<file path="config.mk">
export PLATFORM = sky130hd
export DESIGN_NAME = time_string_to_milliseconds
export DESIGN_NICKNAME = d
export VERILOG_FILES = /design/src/hdl/ts2ms_pkg.sv /design/src/hdl/ts2ms_mac.sv /design/src/hdl/time_string_to_milliseconds.sv
export SDC_FILE = /design/constraint.sdc
export NUM_CORES = 1
export LEC_CHECK = 0
export ABC_AREA = 1
export BUFFER_PORTS_ARGS = -buffer_cell sky130_fd_sc_hd__buf_2
export CAP_MARGIN = 10
export CORE_ASPECT_RATIO = 1.75
export CORE_MARGIN = 5
export CORE_UTILIZATION = 63
export DETAILED_ROUTE_END_ITERATION = 10
export GPL_ROUTABILITY_DRIVEN = 0
export PLACE_DENSITY_LB_ADDON = 0.08
export SLEW_MARGIN = 10
export SYNTH_ARGS = -nofsm -noshare
export SYNTH_HDL_FRONTEND = slang
export SYNTH_SLANG_ARGS = --single-unit
</file>
<file path="constraint.sdc">
create_clock -name clk -period 12 [get_ports clk]
set_input_delay 1.2 -clock clk [delete_from_list [all_inputs] [get_ports clk]]
set_output_delay 1.2 -clock clk [all_outputs]
set_load 0.1 [all_outputs]
</file>
<file path="src/hdl/ts2ms_pkg.sv">
// ---------------------------------------------------------------------------
// ts2ms_pkg
// Shared types and constants for the time entry to milliseconds converter.
// ---------------------------------------------------------------------------
package ts2ms_pkg;

  localparam int unsigned MINUTE_LIMIT = 71581;

  localparam int MIN_W  = 17;
  localparam int SEC_W  = 7;
  localparam int FRAC_W = 10;
  localparam int CNT_W  = 2;
  localparam int MS_W   = 32;
  localparam int K_W    = 10;

  localparam logic [7:0] CH_COLON = 8'h3A;
  localparam logic [7:0] CH_DOT   = 8'h2E;
  localparam logic [7:0] CH_SPACE = 8'h20;
  localparam logic [7:0] CH_TAB   = 8'h09;
  localparam logic [7:0] CH_CR    = 8'h0D;
  localparam logic [7:0] CH_ZERO  = 8'h30;
  localparam logic [7:0] CH_NINE  = 8'h39;

  typedef enum logic [2:0] {
    PH_LEAD  = 3'd0,
    PH_MIN   = 3'd1,
    PH_SEC   = 3'd2,
    PH_FRAC  = 3'd3,
    PH_TRAIL = 3'd4
  } phase_t;

  typedef enum logic [3:0] {
    S_IDLE = 4'b0001,
    S_FRAC = 4'b0010,
    S_MIN  = 4'b0100,
    S_MS   = 4'b1000
  } seq_state_t;

  // Constant factor selection for the shared multiply-add unit.
  typedef enum logic [2:0] {
    K_1    = 3'd0,
    K_10   = 3'd1,
    K_100  = 3'd2,
    K_60   = 3'd3,
    K_1000 = 3'd4
  } kfac_t;

  typedef struct packed {
    logic [MS_W-1:0] a;
    kfac_t           k;
    logic [MS_W-1:0] b;
  } mac_req_t;

  function automatic logic [K_W-1:0] kfac_value(kfac_t k);
    logic [K_W-1:0] v;
    unique case (k)
      K_1:     v = K_W'(1);
      K_10:    v = K_W'(10);
      K_100:   v = K_W'(100);
      K_60:    v = K_W'(60);
      K_1000:  v = K_W'(1000);
      default: v = K_W'(1);
    endcase
    return v;
  endfunction

endpackage

</file>
<file path="src/hdl/ts2ms_mac.sv">
// ---------------------------------------------------------------------------
// ts2ms_mac
// Shared multiply-add unit: a * k + b, k one of a few constant factors.
// ---------------------------------------------------------------------------
module ts2ms_mac (
  input  ts2ms_pkg::mac_req_t        req,
  output logic [ts2ms_pkg::MS_W-1:0] res
);
  import ts2ms_pkg::*;

  logic [K_W-1:0]      kval;
  logic [MS_W+K_W-1:0] prod;

  always_comb begin
    kval = kfac_value(req.k);
    prod = {{K_W{1'b0}}, req.a} * {{MS_W{1'b0}}, kval};
    res  = prod[MS_W-1:0] + req.b;
  end

endmodule

</file>
<file path="src/hdl/time_string_to_milliseconds.sv">
// ---------------------------------------------------------------------------
// time_string_to_milliseconds
// Parses an "m:ss.fff" time entry, one character per transfer, to ms.
// ---------------------------------------------------------------------------
// A character without the last flag is parsed as it is taken, and the block
// stays ready. A character with the last flag is parsed, then the entry makes
// three passes through the shared multiply-add unit (fraction scaling,
// minutes*60+seconds, then *1000+fraction). The result is held in an output
// register, so parsing of the next entry may start while it waits; only a
// second final character stalls until it is taken. Minutes above
// MINUTE_LIMIT, seconds of 60 or more and any syntax error give ok=0 with
// milliseconds zero.
module time_string_to_milliseconds (
  input  logic                       clk,
  input  logic                       rst_n,
  input  logic                       in_valid,
  output logic                       in_ready,
  input  logic [7:0]                 in_ch,
  input  logic                       in_last,
  output logic                       out_valid,
  input  logic                       out_ready,
  output logic                       out_ok,
  output logic [ts2ms_pkg::MS_W-1:0] out_milliseconds
);
  import ts2ms_pkg::*;

  seq_state_t          state_r, state_nxt;
  phase_t              phase_r, phase_nxt;
  logic [MIN_W-1:0]    min_r, min_nxt;
  logic                big_r, big_nxt;
  logic [SEC_W-1:0]    sec_r, sec_nxt;
  logic [CNT_W-1:0]    sdig_r, sdig_nxt;
  logic [FRAC_W-1:0]   frac_r, frac_nxt;
  logic [CNT_W-1:0]    fdig_r, fdig_nxt;
  logic                err_r, err_nxt;
  logic [FRAC_W-1:0]   fms_r;
  logic [MS_W-1:0]     work_r;
  logic                good_r;
  logic                out_valid_r;
  logic                out_ok_r;
  logic [MS_W-1:0]     out_ms_r;

  logic                in_xfer;
  logic                is_dig, is_ws;
  logic [3:0]          dval;
  logic [MIN_W+3:0]    min_val;
  logic                out_free;
  logic                finish;
  logic                good;
  mac_req_t            mreq;
  logic [MS_W-1:0]     mres;

  assign in_ready  = (state_r == S_IDLE);
  assign in_xfer   = in_valid && in_ready;
  assign out_free  = !out_valid_r || out_ready;
  assign finish    = (state_r == S_MS) && out_free;
  assign out_valid = out_valid_r;
  assign out_ok    = out_ok_r;
  assign out_milliseconds = out_ms_r;

  // Character parse
  always_comb begin
    is_dig  = (in_ch >= CH_ZERO) && (in_ch <= CH_NINE);
    is_ws   = (in_ch == CH_SPACE) || ((in_ch >= CH_TAB) && (in_ch <= CH_CR));
    dval    = is_dig ? in_ch[3:0] : 4'd0;
    min_val = {1'b0, min_r, 3'b000} + {3'b000, min_r, 1'b0} + (MIN_W+4)'(dval);

    phase_nxt = phase_r;
    min_nxt   = min_r;
    big_nxt   = big_r;
    sec_nxt   = sec_r;
    sdig_nxt  = sdig_r;
    frac_nxt  = frac_r;
    fdig_nxt  = fdig_r;
    err_nxt   = err_r;

    if (!err_r) begin
      unique case (phase_r)
        PH_LEAD: begin
          if (is_ws) begin
          end else if (is_dig) begin
            if (min_val > (MIN_W+4)'(MINUTE_LIMIT)) big_nxt = 1'b1;
            else min_nxt = min_val[MIN_W-1:0];
            phase_nxt = PH_MIN;
          end else begin
            err_nxt = 1'b1;
          end
        end
        PH_MIN: begin
          if (is_dig) begin
            if (min_val > (MIN_W+4)'(MINUTE_LIMIT)) big_nxt = 1'b1;
            else min_nxt = min_val[MIN_W-1:0];
          end else if (in_ch == CH_COLON) begin
            phase_nxt = PH_SEC;
          end else begin
            err_nxt = 1'b1;
          end
        end
        PH_SEC: begin
          if (is_dig && sdig_r < CNT_W'(2)) begin
            sec_nxt  = {sec_r[SEC_W-4:0], 3'b000} + {sec_r[SEC_W-2:0], 1'b0}
                       + SEC_W'(dval);
            sdig_nxt = sdig_r + CNT_W'(1);
          end else if (in_ch == CH_DOT && sdig_r != '0) begin
            phase_nxt = PH_FRAC;
          end else if (is_ws && sdig_r != '0) begin
            phase_nxt = PH_TRAIL;
          end else begin
            err_nxt = 1'b1;
          end
        end
        PH_FRAC: begin
          if (is_dig && fdig_r < CNT_W'(3)) begin
            frac_nxt = {frac_r[FRAC_W-4:0], 3'b000} + {frac_r[FRAC_W-2:0], 1'b0}
                       + FRAC_W'(dval);
            fdig_nxt = fdig_r + CNT_W'(1);
          end else if (is_ws && fdig_r != '0) begin
            phase_nxt = PH_TRAIL;
          end else begin
            err_nxt = 1'b1;
          end
        end
        PH_TRAIL: begin
          if (!is_ws) err_nxt = 1'b1;
        end
        default: err_nxt = 1'b1;
      endcase
    end
  end

  always_comb begin
    good = !err_r && !big_r && (sec_r < SEC_W'(60)) &&
           ((phase_r == PH_SEC && sdig_r != '0) ||
            (phase_r == PH_FRAC && fdig_r != '0) ||
            (phase_r == PH_TRAIL));
  end

  // Shared unit operand selection
  always_comb begin
    mreq.a = '0;
    mreq.k = K_1;
    mreq.b = '0;
    unique case (state_r)
      S_FRAC: begin
        mreq.a = MS_W'(frac_r);
        if (fdig_r == CNT_W'(1))      mreq.k = K_100;
        else if (fdig_r == CNT_W'(2)) mreq.k = K_10;
        else                          mreq.k = K_1;
      end
      S_MIN: begin
        mreq.a = MS_W'(min_r);
        mreq.k = K_60;
        mreq.b = MS_W'(sec_r);
      end
      S_MS: begin
        mreq.a = work_r;
        mreq.k = K_1000;
        mreq.b = MS_W'(fms_r);
      end
      default: begin
      end
    endcase
  end

  ts2ms_mac u_mac (
    .req (mreq),
    .res (mres)
  );

  always_comb begin
    state_nxt = state_r;
    unique case (state_r)
      S_IDLE:  if (in_xfer && in_last) state_nxt = S_FRAC;
      S_FRAC:  state_nxt = S_MIN;
      S_MIN:   state_nxt = S_MS;
      S_MS:    if (out_free) state_nxt = S_IDLE;
      default: state_nxt = S_IDLE;
    endcase
  end

  always_ff @(posedge clk) begin
    if (!rst_n || finish) begin
      phase_r <= PH_LEAD;
      min_r   <= '0;
      big_r   <= 1'b0;
      sec_r   <= '0;
      sdig_r  <= '0;
      frac_r  <= '0;
      fdig_r  <= '0;
      err_r   <= 1'b0;
    end else if (in_xfer) begin
      phase_r <= phase_nxt;
      min_r   <= min_nxt;
      big_r   <= big_nxt;
      sec_r   <= sec_nxt;
      sdig_r  <= sdig_nxt;
      frac_r  <= frac_nxt;
      fdig_r  <= fdig_nxt;
      err_r   <= err_nxt;
    end
  end

  always_ff @(posedge clk) begin
    if (!rst_n) begin
      state_r     <= S_IDLE;
      out_valid_r <= 1'b0;
    end else begin
      state_r <= state_nxt;
      priority if (finish)    out_valid_r <= 1'b1;
      else if (out_ready)     out_valid_r <= 1'b0;
    end
  end

  always_ff @(posedge clk) begin
    if (state_r == S_FRAC) begin
      fms_r  <= mres[FRAC_W-1:0];
      good_r <= good;
    end
    if (state_r == S_MIN) work_r <= mres;
    if (finish) begin
      out_ok_r <= good_r;
      out_ms_r <= good_r ? mres : '0;
    end
  end

endmodule
</file>
* Yosys cells after proc, flatten, opt, wreduce, memory -nomap -nowiden *
Cells that the tools add are included.

storage, ports and cells
  register bits = 124
  input port bits = 13
  output and inout port bits = 35
  word-level logic and storage cells = 137

cells by class
  add/subtract/negate cells = 9
  $mul = 1
  order comparisons = 8
  equality and inequality tests = 27
  muxes and demuxes = 41
  bitwise operators = 1
  reduce and logical (&&, ||, !) cells = 35

operators with widths
  kind                    count
  $pmux W35 S3            1
  $mux W17                3
  $pmux W10 S4            1
  $pmux W17 S2            1
  $add A32 B10 Y32        1
  $mul A32 B10 Y32        1
  $mux W3                 10
  $eq A8 B6 Y1 const B    3
  $add A20 B18 Y21        1
  $add A21 B4 Y21         1
  $gt A21 B17 Y1 const B  1
  $pmux W10 S2            1
  $mux W1                 17
  $ne A2 B2 Y1 const B    8
  $pmux W4 S4             1
  $logic_and A1 B1 Y1     15
  $eq A3 B2 Y1 const B    4
  $mux W4                 3
  $pmux W3 S4             1
  $reduce_and A4 Y1       3
  $reduce_and A11 Y1      1
  $add A10 B10 Y10        1
  $add A10 B4 Y10         1
  $ge A8 B4 Y1 const B    1
  27 further kinds        41

* Longest topological paths before layout *
Gate-level depths: netlist of the first run.

  depth after elaboration = 9
  depth in mapped cells = 32

* Cells and area by module *
A second synthesis of the first run with hierarchy kept.

unflattened totals
  cell total of the unflattened synthesis = 2,098
  area, all modules = 16,448.3 µm²

modules (own cells, without submodules)
  module                       instances  cells an instance  area each (µm²)
  ts2ms_mac                    1          1,209              9,128.8
  time_string_to_milliseconds  1          889                7,319.5

* Worst setup path before layout of the first run *
OpenSTA, ideal clock, no wires.

  kind = reg2reg
  from = register state_r[1]
  to = register out_ms_r[29] (netlist: out_milliseconds[29]), data pin
  library setup time = 0.266 ns
  arrival = 6.102 ns
  data required time = 11.734 ns
  slack = 5.632 ns
  stages on the path, launching flop included = 25
  path buffers = 1
  period minus slack after synthesis = 6.368 ns
  path through = dfxtp_1 inv_1 nand2_1 nor3_1 clkbuf_1 nand2_1 fa_1 fa_1 inv_1 fa_1 fa_1 inv_1 fa_1 inv_1 ha_1 a21oi_1 inv_1 a21oi_1 o21ai_0 a221oi_1 o21ai_0 nand2_1 nand2_1 xor2_1 nor2_1

on the way
  longest elaborated chain between the ends = 6

ends and longest elaborated chain
  element                                     RTL line                            RTL
  start: declaration                          time_string_to_milliseconds.sv:27   seq_state_t state_r, state_nxt;
  start signal: assignment                    time_string_to_milliseconds.sv:208  state_r <= state_nxt;
  $eq A4 B4 Y1, or another cell as far along  time_string_to_milliseconds.sv:143  unique case (state_r)
  $pmux W35 S3                                time_string_to_milliseconds.sv:143
  $eq A3 B3 Y1, or another cell as far along  ts2ms_pkg.sv:56                     unique case (k)
  $pmux W10 S4                                ts2ms_pkg.sv:56
  $mul A32 B10 Y32                            ts2ms_mac.sv:16                     prod = {{K_W{1'b0}}, req.a} * {{MS_W{1'b0}}, kval};
  $add A32 B10 Y32 (*)                        ts2ms_mac.sv:17                     res = prod[MS_W-1:0] + req.b;
  end signal: assignment                      time_string_to_milliseconds.sv:222  out_ms_r <= good_r ? mres : '0;
  end: declaration                            time_string_to_milliseconds.sv:41   logic [MS_W-1:0] out_ms_r;

Every way passes the cells marked *; elsewhere a longest branch is shown, timed or not.
A chain may end at the register's enable or synchronous reset.

* Worst setup path after layout of the first run *
  from = register state_r[0]
  to = register out_ms_r[21] (netlist: out_milliseconds[21]), data pin

on the way
  longest elaborated chain between the ends = 6

ends and longest elaborated chain
  element                                     RTL line                            RTL
  $eq A4 B4 Y1, or another cell as far along  time_string_to_milliseconds.sv:143
  $pmux W35 S3                                time_string_to_milliseconds.sv:143
  $eq A3 B3 Y1, or another cell as far along  ts2ms_pkg.sv:56
  $pmux W10 S4                                ts2ms_pkg.sv:56
  $mul A32 B10 Y32                            ts2ms_mac.sv:16
  $add A32 B10 Y32 (*)                        ts2ms_mac.sv:17
  named net mres[21]                          time_string_to_milliseconds.sv:51   logic [MS_W-1:0] mres;

The timed path passes the listed nets; every way through them passes the cells marked *.

==> results_dict.tcl, run 1 <==
set metrics [dict create \
    synthDistinctLibCells 47 \
    clk_pin_slew_ns 0.06 \
    final_core_util_pct 69.9 \
    drt_wl_total_microns 36900 \
    fin_crit_sh_pct 67.3 \
    dieArea_sq_mm 0.0271 \
    setup_ws_ns 3.93 \
    clk_path_buf_depth 2 \
    drt_iter0_markers 689 \
    drc 0 \
    ios 48 \
    grt_pass1_vias 12800 \
    nets 2287 \
    ys_warn_count 0 \
    clk_latency_ns 0.45 \
    synth-seq-cells 121 \
    max_stage_delay_ns 0.61 \
    grt_max_degree 53 \
    cap_viol_max_count 0 \
    ys_async_sr_fraction_pct 0 \
    die_h_microns 214 \
    run_status "finished clean" \
    numCtsBuffers 17 \
    synth-edff-count 73 \
    vias_per_cell 5.27 \
    synthCells 1825 \
    cp.arrival_ns 8.39 \
    htreeDepth 4 \
    yosys_most_used_dff "edfxtp_1" \
    setup_viol 0 \
    max-vdd-ir-drop_v 0.000117 \
    relSlewSlack_pct 21.7 \
    synth_area_sq_mm 0.0150 \
    place_hpwl_microns 30900 \
    synthToLayoutAreaGrowth_pct 9.01 \
    critPathKind "reg2reg" \
    postRouteAntennaNets 0 \
    p_clk_share_pct 35.4 \
    start_util_pct 64.1 \
    switchingPower_uw 523 \
    rsz0062_at_grt "no" \
    core_area_sq_mm 0.0234 \
    sw_frac_of_total_pct 35.3 \
    numPortBuffers 47 \
    grt_pass1_wl_microns 61100 \
    cp.required_ns 12.31 \
    crit_family "adder cells" \
    vias 11800 \
    finalHoldViolCount 0 \
    maxSlewViolCount 0 \
    fin_tns_setup_ns 0 \
    cts_tree "done" \
    grt_overflow 0 \
    path_common_cell "inv_1" \
    power.density_mw_per_mm2 90.4 \
    crit_slowest_cell "a211oi_1" \
    avgSynthCellArea_sq_um 8.23 \
    worstSetupStartpointType "flop" \
    p_seq_share_pct 31.5 \
    period_minus_slack_ns 8.07 \
    layout-drive-gt1-share_pct 5.76 \
    p_leak_nw 8.79 \
    p_comb_share_pct 33.1 \
    cts_setup_buffers 0 \
    num_rows 74 \
    worst_setup_path_end_kind "flop" \
    min_path_type "reg2reg" \
    power.internal_uw 958 \
    cts_resized 0 \
    diodes 0 \
    cp.buffers_inverters 9 \
    ctsRootBufferMaster "clkbuf_16" \
    die_w_microns 127 \
    hold-worst-slack_ns 0.474 \
    worst_slew_pin_slew_ns 1.17 \
    yosysSeqAreaShare_pct 21.0 \
    wl_per_cell_microns 16.4 \
    clock.fmax_mhz 124 \
    clock-sinks 121 \
    clock-skew-final_ns 0.00995 \
    worst-path-max-fanout 21 \
    power_mw 1.48 \
    hold_buffers 0 \
    antenna_found_initial 0 \
    grtUsageTotal_pct 28.6 \
    first_pass_iters 5 \
    post-place-ws_ns 4.14 \
]
==> power groups by stage <==
stage	Clock [mW]	Combinational (mW)	Sequential, mW
3_3_place_gp	0	0.471	0.474
3_5_place_dp	0	0.483	0.474
5_1_grt	0.549	0.544	0.466
6_report	0.524	0.490	0.466
2_1_floorplan	0	0.353	0.473
4_1_cts	0.533	0.487	0.465
==> synthesized netlist by cell type, types with 23 or more instances <==
library cell	count	area, sq um
a21oi_1	81	405
dfxtp_1	48	961
edfxtp_1	73	2190
fa_1	210	4200
ha_1	133	1660
inv_1	508	1910
nand2_1	295	1110
nand3_1	48	240
nand4_1	24	150
nor2_1	172	646
o21ai_0	51	255
xnor2_1	23	201
xor2_1	29	254
==> cells in the final DEF, fill, tap and decap left out, types with 4 or more instances in the layout <==
cell type	count
nand4_1	24
a31oi_1	7
edfxtp_1	73
nand2_1	295
nor3_1	9
o211ai_1	4
a211oi_1	6
nor2_1	171
nand3b_1	5
ha_1	133
a21o_1	7
dfxtp_1	48
clkinv_1	4
xnor2_1	23
inv_1	508
inv_2	7
nand3_1	48
clkbuf_16	17
nand2_2	15
o21ai_0	51
xor2_1	29
o21bai_1	7
a21oi_1	81
conb_1	63
fa_1	210
buf_2	47
a22o_1	4
==> layout make-up <==
class | instances | area, sq um
Multi-Input combinational cell | 1225 | 10100
Fill cell | 2005 | 7050
Sequential cell | 121 | 3150
Inverter | 516 | 1940
Clock buffer | 20 | 437
Tap cell | 304 | 380
Timing Repair Buffer | 50 | 258
Clock inverter | 12 | 150
==> per-stage QoR <==
step,area [sq um],std cells
after floorplan,15200,1886
after global placement,15800,2216
after detailed placement,15800,2216
after CTS,16400,2248
after global routing,16400,2248
final,16400,2248
==> final timing paths <==
check | cells past startpoint | from | to | slack (ns)
setup / recovery | 29 | state_r[0] | out_milliseconds[21] | 3.93
hold / removal | 1 | sdig_r[0] | sdig_r[0] | 0.47
setup reg to reg | 29 | state_r[0] | out_milliseconds[21] | 3.93
hold reg to reg | 1 | sdig_r[0] | sdig_r[0] | 0.47
==> routing by layer <==
layer | global-route usage, % | part of all wire [%] | vias up
li1 | - | - | 5670
met1 | 28.2 | 33 | 5704
met2 | 54.2 | 56 | 317
met3 | 3.36 | 2.7 | 156
met4 | 19.5 | 7.8 | 0
met5 | 0 | 0 | -
==> logic make-up (layout without fill, tap and decap cells) <==
family / after synthesis / count (layout) / share of synthesized area, %
simple gates: 585 / 585 / 16.3
flops: 121 / 121 / 21.0
compound gates: 182 / 182 / 6.94
fa+ha+maj: 343 / 343 / 39.1
other cells: 2 / 63 / 0.0500
buf+inv: 540 / 598 / 13.6
xor+xnor: 52 / 52 / 3.03
==> sequential cells by signal (all words and copies together) (netlist names) <==
signal / flops
big_r: 1
err_r: 1
fdig_r: 2
fms_r: 10
frac_r: 10
good_r: 1
min_r: 17
out_milliseconds: 32
out_ok: 1
out_valid: 1
phase_r: 3
sdig_r: 2
sec_r: 7
state_r: 4
work_r: 29
No activity file was read; power rests on OpenSTA's default activity.
==> run 2, diff against run 1 <==
- ABC_AREA: 1 -> 0
- CORE_UTILIZATION: 63 -> 59
- clock period: 12 -> 7.1 ns (I/O delays scaled with it)
==> run 2 against run 1 <==
Fmax rose by 18%. Highest routed layer unchanged. Combinational power rose by 48%. Non-clock buffer count increased by 24. Setup slack worse by 3.7 ns. Sequential power is 65% higher. Global-route usage is 1.3 points lower. Count of clock-buffer cells in the layout shrank 3.
==> results_dict.tcl, run 2 <==
set metrics [dict create \
    run_status "finished clean" \
    period_minus_slack_ns 6.83 \
    r2r-start "state_r[3]" \
    clk_path_buf_depth 2 \
    drc 0 \
    vias_per_cell 5.45 \
    final_core_util_pct 66.0 \
    ys_async_sr_fraction_pct 0 \
    nets 1993 \
    hold-worst-slack_ns 0.486 \
    cp.required_ns 7.30 \
    place_hpwl_microns 29300 \
    diodes 0 \
    place_area_sq_mm 0.0154 \
    start_util_pct 59.3 \
    synth-seq-cells 121 \
    avgSynthCellArea_sq_um 9.56 \
    ctsRootBufferMaster "clkbuf_16" \
    grt_max_degree 42 \
    clk_pin_slew_ns 0.06 \
    num_rows 76 \
    fill_cells 2037 \
    whs_endpoint "frac_r[8]" \
    synthDistinctLibCells 71 \
    cap_viol_max_count 0 \
    synth_area_sq_mm 0.0145 \
    fin_area_sq_mm 0.0161 \
    ys_top_cells_by_area "fa_1 (29%), edfxtp_1 (15%), ha_1 (11%), inv_1 (8.0%), dfxtp_1 (6.6%)" \
    power_mw 2.43 \
    finalHoldViolCount 0 \
    max-vdd-ir-drop_v 0.000150 \
    clock.fmax_mhz 146 \
    worst-path-max-fanout 20 \
    setup_viol 0 \
    die_w_microns 128 \
    fin_crit_sh_pct 96.2 \
    cp.arrival_ns 7.03 \
    mostFrequentLayoutCells "inv_1 (309), fa_1 (210), nand2_1 (139), ha_1 (133), a21oi_1 (79)" \
    maxSlewViolCount 0 \
    hold_buffers 0 \
    antenna_found_initial 0 \
    drt_iter0_markers 529 \
    wl_per_cell_microns 17.9 \
    gr-max-usage-layer "met2" \
    synth-edff-count 73 \
    p_leak_nw 7.95 \
    yosysSeqAreaShare_pct 21.7 \
    vias 10700 \
    clock-sinks 121 \
    timing.rr.end "out_milliseconds[31]" \
    layout-drive-gt1-share_pct 8.00 \
    min_from "frac_r[8]" \
    post-place-ws_ns 0.124 \
    numCtsBuffers 17 \
    max_stage_delay_ns 0.57 \
    cp.depth 25 \
    worst_setup_path_end_kind "flop" \
    hold_depth 2 \
    yosys_most_used_dff "edfxtp_1" \
    layout_commonest_cell "inv_1" \
    die_h_microns 217 \
    largest_register_ffs 32 \
    min_path_type "reg2reg" \
    dieArea_sq_mm 0.0279 \
    relSlewSlack_pct 27.7 \
    synthToLayoutAreaGrowth_pct 11.2 \
    yosysTopAreaCell "fa_1" \
    final-seq-area_sq_mm 0.00315 \
    setup_ws_ns 0.269 \
    yosys-top-cells-count "inv_1 (309), fa_1 (210), nand2_1 (140), ha_1 (133), a21oi_1 (80)" \
    dp_cells 1930 \
    yosysMostFrequentCell "inv_1" \
    core_area_sq_mm 0.0244 \
    grt_pass1_vias 11900 \
    worst_slew_pin_slew_ns 1.08 \
    grt_overflow 0 \
    grtUsageTotal_pct 27.3 \
    htreeDepth 4 \
    ios 48 \
    power.density_mw_per_mm2 151 \
    synth_top_area_share_pct 29.0 \
    grt_pass1_wl_microns 58700 \
    gr-usage-met2_pct 52.1 \
    crit_slowest_cell "fa_1" \
    postRouteAntennaNets 0 \
    clk_latency_ns 0.45 \
    synthCells 1517 \
    fin_cells 1962 \
    grtUsageMet3_pct 3.14 \
    worstSetupStartpointType "flop" \
    numPortBuffers 47 \
    drt_wl_total_microns 35100 \
    fin_tns_setup_ns 0 \
    path_common_cell "fa_1" \
    r2r_slack_ns 0.27 \
    crit_family "adder cells" \
    r2r_cells 25 \
    critPathKind "reg2reg" \
    cp.buffers_inverters 5 \
    multi_input_area_sq_mm 0.0103 \
    cts_tree "done" \
    met1_usage_pct 27.5 \
    first_pass_iters 5 \
    clock-skew-final_ns 0.00962 \
    ys_warn_count 0 \
]
## run 2: cell count changes after synthesis, sizes merged, moves of 13 or more
cell    delta
o21a      +14
inv      -206
and2      +64
xnor2     +28
a21o      +21
nand2    -170
xor2      -17
nand4     -19
nor2     -100
nand3     -25
clkbuf    +13
## run 2: worst min-delay path, delay by kind of cell, from the launching register on
family,cells,cell delay [ns]
compound gates,1,0.05
flops,1,0.32
simple gates,1,0.06
## run 2: final cells by class
cell class	instances	area share [%]
flip-flops and latches	121	19.6
multi-input cells	1114	64.1
inverters	309	7.19
repair buffers	74	2.83
clock inverters	15	1.23
well taps	312	2.42
clock buffers	17	2.64
## run 2: per-layer routing
layer | up-vias | share of wire, %
met3 | 118 | 2.2
met2 | 209 | 57
li1 | 5089 | -
met4 | 0 | 6.6
met1 | 5284 | 34
met5 | - | 0
## run 2: logic make-up (layout without fill, tap and decap cells)
family	Yosys count	after routing	share of synthesized area, %
muxes	10	10	0.699
buffers and inverters	343	415	8.96
AOI/OAI and AO/OA	250	250	11.3
and+or+nand+nor	385	385	12.9
adders and majority gates	343	343	40.5
other	2	63	0.0518
xor gates and xnor gates	63	63	3.81
DFF	121	121	21.7
## run 2: power by group
group / internal, mW / switching [mW] / total (mW) / leakage (nW)
clock: 0.587 / 0.348 / 0.935 / 0.307
combinational: 0.289 / 0.436 / 0.725 / 6.55
sequential: 0.766 / 0.00304 / 0.769 / 1.09
## run 2: worst max path at each step
stage | startpoint | endpoint | slack (ns)
after floorplan | state_r[0] | out_milliseconds[31] | 0.002
after global placement | state_r[0] | out_milliseconds[27] | 0.21
after detailed placement | state_r[1] | out_milliseconds[31] | 0.12
after CTS | state_r[0] | out_milliseconds[31] | 0.11
after global routing | state_r[1] | out_milliseconds[31] | -0.04
final | state_r[3] | out_milliseconds[31] | 0.27
## run 2: what timing repair did
item / 4_1_cts / 5_1_grt
hold endpoints to repair: 0 / 0
setup endpoints to repair: 0 / 17
resized for setup: 0 / 16
setup buffers: 0 / 0
==> run 3, diff against run 2 <==
- PLACE_DENSITY: unset -> 0.75
- PLACE_DENSITY_LB_ADDON: 0.08 -> unset
==> run 3 against run 2 <==
Register-to-register slack improved by 0.09 ns. Final area increased by 0.18%. Core utilization increased by 0.12 points. Sequential power about the same. Count of clock-buffer cells in the layout unchanged. Non-clock buffer count decreased by 2.
==> results_dict.tcl, run 3 (synthesis results as in run 2) <==
set metrics [dict create \
    run_status "finished clean" \
    fin_crit_sh_pct 94.9 \
    p_seq_share_pct 31.3 \
    grt_max_degree 42 \
    max-vdd-ir-drop_v 0.000193 \
    power.internal_mw 1.65 \
    gr-max-usage-layer "met2" \
    die_h_microns 217 \
    largest_register_ffs 32 \
    grtUsageMet3_pct 3.07 \
    diodes 0 \
    wl_per_cell_microns 17.8 \
    worst_setup_path_end_kind "flop" \
    cap_viol_max_count 0 \
    cp.required_ns 7.31 \
    met1_usage_pct 26.6 \
    fill_cells 1915 \
    critPathKind "reg2reg" \
    numPortBuffers 47 \
    grt_pass1_wl_microns 57600 \
    vias_per_cell 5.59 \
    grt_pass1_vias 12000 \
    antenna_found_initial 0 \
    drt_wl_total_microns 34800 \
    layout_commonest_cell "inv_1" \
    p_clk_share_pct 39.0 \
    setup_viol 0 \
    worst_slew_pin_slew_ns 1.15 \
    period_minus_slack_ns 6.74 \
    nets 1991 \
    sw_frac_of_total_pct 32.8 \
    start_util_pct 59.3 \
    grt_overflow 0 \
    grtUsageTotal_pct 26.6 \
    drt_iter0_markers 596 \
    clock-sinks 121 \
    dp_cells 1927 \
    mostFrequentLayoutCells "inv_1 (309), fa_1 (210), nand2_1 (139), ha_1 (133), a21oi_1 (80)" \
    p_comb_share_pct 29.7 \
    dieArea_sq_mm 0.0279 \
    postRouteAntennaNets 0 \
    power.density_mw_per_mm2 152 \
    drc 0 \
    final_core_util_pct 66.1 \
    numCtsBuffers 17 \
    finalHoldViolCount 0 \
    switchingPower_uw 806 \
    die_w_microns 128 \
    clock-skew-final_ns 0.00741 \
    clk_pin_slew_ns 0.06 \
    clk_path_buf_depth 2 \
    p_leak_nw 7.95 \
    layout-drive-gt1-share_pct 8.25 \
    worstSetupStartpointType "flop" \
    first_pass_iters 6 \
    ctsRootBufferMaster "clkbuf_16" \
    fin_cells 1960 \
    clock.fmax_mhz 148 \
    synthToLayoutAreaGrowth_pct 11.4 \
    maxSlewViolCount 0 \
    core_area_sq_mm 0.0244 \
    cp.arrival_ns 6.95 \
    vias 11000 \
    hold_buffers 0 \
    ios 48 \
    relSlewSlack_pct 22.3 \
    htreeDepth 4 \
    cts_tree "done" \
    place_hpwl_microns 28500 \
    worst-path-max-fanout 15 \
    num_rows 76 \
    min_path_type "reg2reg" \
    power_mw 2.46 \
    gr-usage-met2_pct 50.1 \
    clk_latency_ns 0.46 \
]
[run 3: worst paths after layout]
kind	startpoint	to	cells past startpoint	slack (ns)
max	state_r[2]	out_milliseconds[31]	24	0.36
min	frac_r[9]	frac_r[9]	2	0.48
max reg2reg	state_r[2]	out_milliseconds[31]	24	0.36
min reg2reg	frac_r[9]	frac_r[9]	2	0.48
[run 3: area by class of cell]
cell class              instances  area [sq um]  area share [%]
well taps                     312           390            2.42
clock inverters                15           213            1.32
flip-flops and latches        121          3160            19.5
multi-input cells            1114         10400            64.1
clock buffers                  17           425            2.63
inverters                     309          1160            7.18
repair buffers                 72           455            2.82
[run 3: power groups by stage]
stage                     sequential (mW)  combinational, mW  clock, mW
after global placement              0.783              0.693          0
after detailed placement            0.783              0.708          0
final                               0.769              0.729      0.957
after global routing                0.769              0.809      0.991
after floorplan                     0.782              0.526          0
after CTS                           0.768              0.718      0.963
[run 3: repair_timing]
action | CTS | global route
resized for setup | 0 | 16
endpoints found under the setup margin | 0 | 17
buffers inserted | 0 | 1
endpoints found under the hold margin | 0 | 0
[run 3: routing by layer]
layer / part of all wire [%] / up-vias / wire length [microns]
li1: - / 5078 / -
met1: 33 / 5452 / 11500
met2: 56 / 298 / 19600
met3: 3.1 / 130 / 1070
met4: 7.5 / 0 / 2600
met5: 0 / - / 0
[run 3: critical path, stage by stage (launching register included)]
cell,delay (ns)
dfxtp_1,0.46
nor4b_4,0.33
buf_12,0.18
and2_1,0.18
a21oi_1,0.08
nand2_1,0.19
nand2_1,0.11
fa_1,0.45
fa_1,0.55
inv_1,0.06
fa_1,0.49
fa_1,0.55
inv_1,0.05
fa_1,0.53
inv_1,0.04
ha_1,0.36
a21o_1,0.18
a21o_1,0.17
a21o_1,0.18
a311oi_2,0.34
a41o_1,0.29
o21ai_0,0.17
a31o_2,0.26
xnor2_1,0.12
and2_1,0.15
[run 3: stage by stage]
stage	setup WS [ns]	TNS (ns)	area [sq um]	hold slack, ns
after global placement	0.331	0	15400	0.466
after global routing	-0.00266	-0.00266	16200	0.517
after detailed placement	0.208	0	15400	0.471
final	0.359	0	16200	0.483
after floorplan	0.00201	0	14700	0.446
after CTS	0.156	0	16100	0.478
